--- src/hw/rtl/vmrs_pkg.sv ---
// ----------------------------------------------------------------------------
// vmrs_pkg: shared types and constants of the von Mises sampler
// Fixed-point constants, CORDIC arctangent table, register codes, the trial
// record passed from front to back, and the state encodings.
// ----------------------------------------------------------------------------
package vmrs_pkg;

    localparam int          ITERS       = 30;
    localparam logic [31:0] PI_Q30      = 32'd3373259426;
    localparam logic [30:0] HALF_PI_Q30 = 31'd1686629713;
    localparam logic [29:0] CORDIC_GAIN = 30'd652032874;
    localparam logic [23:0] LN2_Q24     = 24'd11629080;
    localparam logic [36:0] C_LIMIT     = 37'h10_0000_0000;
    localparam logic [30:0] ONE_Q30     = 31'h4000_0000;
    localparam int          FIFO_DEPTH  = 2;

    // configuration register indexes
    typedef enum logic [1:0] {
        CFG_MEAN  = 2'd0,
        CFG_KAPPA = 2'd1,
        CFG_ENV_R = 2'd2,
        CFG_COUNT = 2'd3
    } cfg_index_t;

    typedef struct packed {
        logic signed [30:0] mean_angle;
        logic [31:0]        concentration;
        logic [31:0]        envelope_r;
        logic [15:0]        sample_count;
    } cfg_regs_t;

    // one classified draw waiting for the acceptance test
    typedef struct packed {
        logic [36:0]        c;
        logic signed [31:0] f;
        logic [31:0]        draw_two;
        logic [31:0]        draw_three;
    } trial_t;

    typedef struct packed {
        logic full;
        logic empty;
    } fifo_status_t;

    typedef enum logic [3:0] {
        F_IDLE, F_THETA, F_COS, F_ZVAL, F_PROD, F_MAG, F_CHK,
        F_DIV, F_FVAL, F_DVAL, F_MLO, F_MHI, F_CVAL, F_PUSH
    } front_state_t;

    typedef enum logic [3:0] {
        B_IDLE, B_CLASS, B_PROD, B_LNORM, B_LSQ, B_LSTORE, B_LMUL,
        B_LEVAL, B_ASQ, B_SQRT, B_VINIT, B_VEC, B_FIN
    } back_state_t;

    // atan(2^-i) in Q2.30
    function automatic logic [29:0] atan_q30(input logic [4:0] idx);
        logic [29:0] v;
        case (idx)
            5'd0:  v = 30'd843314857;
            5'd1:  v = 30'd497837829;
            5'd2:  v = 30'd263043837;
            5'd3:  v = 30'd133525159;
            5'd4:  v = 30'd67021687;
            5'd5:  v = 30'd33543516;
            5'd6:  v = 30'd16775851;
            5'd7:  v = 30'd8388437;
            5'd8:  v = 30'd4194283;
            5'd9:  v = 30'd2097149;
            5'd10: v = 30'd1048576;
            5'd11: v = 30'd524288;
            5'd12: v = 30'd262144;
            5'd13: v = 30'd131072;
            5'd14: v = 30'd65536;
            5'd15: v = 30'd32768;
            5'd16: v = 30'd16384;
            5'd17: v = 30'd8192;
            5'd18: v = 30'd4096;
            5'd19: v = 30'd2048;
            5'd20: v = 30'd1024;
            5'd21: v = 30'd512;
            5'd22: v = 30'd256;
            5'd23: v = 30'd128;
            5'd24: v = 30'd64;
            5'd25: v = 30'd32;
            5'd26: v = 30'd16;
            5'd27: v = 30'd8;
            5'd28: v = 30'd4;
            5'd29: v = 30'd2;
            default: v = 30'd0;
        endcase
        return v;
    endfunction

endpackage

--- src/hw/rtl/vmrs_fifo.sv ---
// ----------------------------------------------------------------------------
// vmrs_fifo: trial queue between front and back
// Small register queue of classified draws so each side can stall alone.
// ----------------------------------------------------------------------------
module vmrs_fifo (
    input  logic                    aclk,
    input  logic                    aresetn,
    input  logic                    push,
    input  vmrs_pkg::trial_t        push_data,
    input  logic                    pop,
    output vmrs_pkg::trial_t        pop_data,
    output vmrs_pkg::fifo_status_t  status
);
    import vmrs_pkg::*;

    localparam int PTR_W = (FIFO_DEPTH > 1) ? $clog2(FIFO_DEPTH) : 1;
    localparam int CNT_W = $clog2(FIFO_DEPTH + 1);

    trial_t             mem_reg [FIFO_DEPTH];
    logic [PTR_W-1:0]   wptr_reg, rptr_reg;
    logic [CNT_W-1:0]   count_reg;

    always_comb begin
        pop_data     = mem_reg[rptr_reg];
        status.full  = (count_reg == CNT_W'(FIFO_DEPTH));
        status.empty = (count_reg == '0);
    end

    always_ff @(posedge aclk) begin
        if (push) mem_reg[wptr_reg] <= push_data;
    end

    // pointers and fill level
    always_ff @(posedge aclk) begin
        if (!aresetn) begin
            wptr_reg  <= '0;
            rptr_reg  <= '0;
            count_reg <= '0;
        end else begin
            if (push) begin
                wptr_reg <= (wptr_reg == PTR_W'(FIFO_DEPTH - 1)) ? '0 : wptr_reg + 1'b1;
            end
            if (pop) begin
                rptr_reg <= (rptr_reg == PTR_W'(FIFO_DEPTH - 1)) ? '0 : rptr_reg + 1'b1;
            end
            case ({push, pop})
                2'b10:   count_reg <= count_reg + 1'b1;
                2'b01:   count_reg <= count_reg - 1'b1;
                default: ;
            endcase
        end
    end

endmodule

--- config.mk ---
export PLATFORM = sky130hd
export DESIGN_NAME = vmrs_fifo
export DESIGN_NICKNAME = d
export VERILOG_FILES = /design/src/hw/rtl/vmrs_pkg.sv /design/src/hw/rtl/vmrs_fifo.sv
export SDC_FILE = /design/constraint.sdc
export NUM_CORES = 1
export LEC_CHECK = 0
export BUFFER_PORTS_ARGS = -buffer_cell sky130_fd_sc_hd__buf_2
export CORE_ASPECT_RATIO = 1.4
export CORE_MARGIN = 2
export CORE_UTILIZATION = 56
export CTS_CLUSTER_DIAMETER = 150
export DETAILED_ROUTE_END_ITERATION = 8
export GPL_ROUTABILITY_DRIVEN = 1
export PLACE_DENSITY_LB_ADDON = 0.2
export SLEW_MARGIN = 5
export SYNTH_ARGS = -nofsm -noshare
export SYNTH_HDL_FRONTEND = slang
export SYNTH_SLANG_ARGS = --single-unit
--- constraint.sdc ---
create_clock -name aclk -period 14.74 [get_ports aclk]
set_clock_uncertainty 0.2 [all_clocks]
set_input_delay 2.948 -clock aclk [delete_from_list [all_inputs] [get_ports aclk]]
set_output_delay 2.948 -clock aclk [all_outputs]
set_load 0.05 [all_outputs]
# After elaboration in Yosys (flattened, before gate mapping)
# Memory sizes are Yosys's and may differ from the RTL's. A register that Yosys moved wholly into a read port is not among the register bits.
# Index checks and enable logic that the tools add are counted.
dict set report word_totals {
  register_bits 4
  ramBits 266
  inputBits 137
  output_inout_bits 135
  elab_cells 20
  memories 1
}
dict set report op_classes {
  addsub 4
  n_eq_ne 3
  mux 7
  reduce_logical 2
}
# name words width rd rd_ports_with_merged_regs write_ports line_no
set memory_table {}
lappend memory_table {mem_reg 2 133 1 1 1 vmrs_fifo.sv:19} ;# trial_t mem_reg [FIFO_DEPTH];
# operator n
set ops {}
lappend ops {{$mux 1} 6}
lappend ops {{$eq 2x2->1 const B} 2}
lappend ops {{$pmux 2 s2} 1}
lappend ops {{$add 1x1->1 const B} 2}
lappend ops {{$add 2x1->2 const B} 1}
lappend ops {{$eq 2x1->1 const B} 1}
lappend ops {{$logic_not 2->1} 1}
lappend ops {{$reduce_bool 2->1} 1}
lappend ops {{$sub 2x1->2 const B} 1}

# Logic depth before layout (Yosys ltp)
dict set report depth {
  depth_word 4
  ltp_mapped 5
  mapped_depth_nobuf 5
}

# Least setup slack after synthesis
# OpenSTA, ideal clock, no wires.
dict set report synth_path {
  path_type {input -> register}
  from {in push}
  to {mem mem_reg[0][0] in the netlist's numbering (enable)}
  setup_time_ns 0.632
  arrival_time_ns 8.607
  required_time_ns 13.908
  path_slack_ns 5.301
  path_stages 2
  path_buffers 0
  cell_sequence {inv_1 nor2_1}
}
dict set report synth_between {
  elab_chain_cells 2
}
# element line_no
set synth_lines {}
lappend synth_lines {{start, declared} vmrs_fifo.sv:8} ;# input logic push,
lappend synth_lines {{$mux 1} vmrs_fifo.sv:30} ;# if (push) mem_reg[wptr_reg] <= push_data;
lappend synth_lines {{$mux 1 (implied by the code)} vmrs_fifo.sv:30}
lappend synth_lines {{end, declared} vmrs_fifo.sv:19}
# No other way between the ends.

==> reports/qor.yml <==
status: "finished, final reports clean"
grt_use_total_pct: 17.5
fin_setup_tns_ps: 0
vdd_ir_drop_max_mv: 0.102
netlist_area_sq_mm: 0.0101
nFillCells: 1172
grt_pass1_wl_um: 26000
synth_simple_gate_area_share_pct: 0.533
setup.worst_path.end_class: "primary output"
synth_fp_nets: 574
via_per_inst: 5.09
avgSynthCellArea_sq_um: 23.1
grt_max_degree: 75
crit_fanout: 74
ctsResizeCount: 0
rows: 58
cp_data_arrival_time_ps: 3170
fin_util_pct: 69.8
antenna_found_initial: 6
drt_iter0_drc: 301
vias: 5015
layout_common_cells: "buf_2, edfxtp_1, mux2_4"
min_period_ps: 6320
grtUsageMet3_pct: 5.57
p_per_area_mw_per_mm2: 143
die_x_um: 117
final.setup.worst_slack_ps: 8420
final_area_sq_mm: 0.0124
comb_power_share_pct: 16.4
power_mw: 1.78
cts_max_level: 1
worstSetupStartpointType: "flip-flop"
die_area_sq_mm: 0.0191
start_util_pct: 56.7
switchingPower_mw: 0.470
r2r-end: "mem_reg[1][98]"
timing.final.crit_share_pct: 42.9
grtUsageMet2_pct: 30.9
cts_tree: "done"
placement.setup.worst_slack_ps: 8900
rsz0062_at_grt: "no"
hold_class: "flip-flop to flip-flop"
holdBufCountCts: 0
async_flop_share_pct: 0
worstMarginPinSlew_ps: 1080
first_pass_iters: 4
crit_type: "flip-flop to primary output"
busiest_layer: "met2"
gp_congestion: 0.769
r2r_slack_ps: 12080
cts-root-buf: "clkbuf_16"
insertion_delay_ps: 500
worstSetupEndpoint: "pop_data[120]"
use_met1_pct: 18.5
grt_pass1_vias: 5231
sequentialPowerShare_pct: 51.1
clkTransAtPathRegs_ps: 60
final_common_cell: "buf_2"
p_int_mw: 1.31
synthAdderAreaFrac_pct: 0.124
numPortBuffers: 271
wl_per_cell_um: 18.2
detail-route-antenna-nets: 0
core-area_sq_mm: 0.0178
switching_share_pct: 26.4
synth_cell_type_count: 18
reg2reg_from: "wptr_reg"
synth_seq_cells: 271
synth_edf_count: 266
gr-total-overflow: 0
clock_power_share_pct: 32.5
cts_sinks: 271
synth-compound-area-share_pct: 0.198
ys_seq_area_share_pct: 80.2
wirelength_um: 17900
cts.path.max_buffers: 3
slew_headroom_pct: 27.8
synth_xor_area_share_pct: 0.260
areaGrowthSynthToFinish_pct: 23.0
placed_area_sq_mm: 0.0117
muxShareOfSynthArea_pct: 17.4
largest_reg_flops: 266
cts_setup_buffers: 0
pin_count: 272
slew_viol_final: 0
nets: 861
drc_errors: 0
numCtsBuffers: 25
dpl.hpwl_um: 11900
leakage_nw: 4.80
rr_worst_depth: 2
ys.flop_type: "edfxtp_1"
timing.fmax_mhz: 158
yosys_warnings: 0
hold_viol: 0
drive_gt1_share_pct: 60.1
synth_top_family_by_area: "multiplexers"
die_h_um: 163
worstPathRequired_ps: 11590
cap_violations: 0
setup_violations: 0
synth_cells: 436
[power groups by stage]
| stage | Clock [mW] | Combinational (mW) | Sequential [mW] |
|---|---|---|---|
| after floorplan | 0 | 0.235 | 0.920 |
| after global placement | 0 | 0.289 | 0.923 |
| after detailed placement | 0 | 0.293 | 0.927 |
| after CTS | 0.594 | 0.294 | 0.911 |
| after global routing | 0.625 | 0.303 | 0.913 |
| final | 0.579 | 0.291 | 0.910 |
[worst max-delay path: stages (launching register included)]
cell and delay (ps):
dfxtp_4 1030, buf_4 900, mux2_2 410, buf_2 210
[metrics by stage]
| step | cells | hold slack [ps] |
|---|---|---|
| floorplan | 436 | 266 |
| global placement | 936 | 279 |
| detailed placement | 936 | 326 |
| CTS | 979 | 330 |
| global route | 985 | 353 |
| finish | 985 | 325 |
[cell families (layout without fill, tap and decap cells)]
kind of cell	count (synthesis)	in the layout
other	0	6
multiplexers	133	133
XOR/XNOR	3	3
AO/OA/AOI/OAI	3	3
buffers and inverters	16	319
AND/OR/NAND/NOR	9	9
adder cells (fa/ha/maj)	1	1
flip-flops	271	271
[how the worst min path moves through the flow]
stage / slack (ps) / depth (start not counted) / end / start
3_3_place_gp: 280 / 2 / count_reg[1] / count_reg[1]
3_5_place_dp: 330 / 2 / count_reg[1] / count_reg[1]
2_1_floorplan: 270 / 2 / count_reg[1] / count_reg[1]
5_1_grt: 350 / 2 / count_reg[1] / count_reg[1]
4_1_cts: 330 / 2 / count_reg[1] / count_reg[1]
6_report: 320 / 2 / count_reg[1] / count_reg[1]
[cells in the mapped netlist (2+ instances only)]
cell type | n | share of area (%)
dfxtp_1 | 5 | 0.99
and2_1 | 4 | 0.25
mux2_2 | 63 | 7.0
xnor2_1 | 2 | 0.17
buf_2 | 7 | 0.35
nor2_1 | 2 | 0.074
edfxtp_1 | 266 | 79
mux2_4 | 70 | 10
buf_6 | 8 | 0.89
[per-layer routing]
metal | vias to the layer above | part of all wire [%]
li1 | 2308 | -
met1 | 2454 | 35
met2 | 208 | 53
met3 | 45 | 7.8
met4 | 0 | 4.3
met5 | - | 0
[area by class of cell]
cell class	instances	area, sq um	share of cell area (%)
inverters	1	3.75	0.0302
clock inverters	15	96.3	0.776
clock buffers	28	637	5.13
repair buffers	275	1390	11.2
flip-flops and latches	271	8090	65.2
multi-input cells	149	1880	15.2
diodes	6	15.0	0.121
well taps	240	300	2.42
Power figures use the tool's default switching activity.
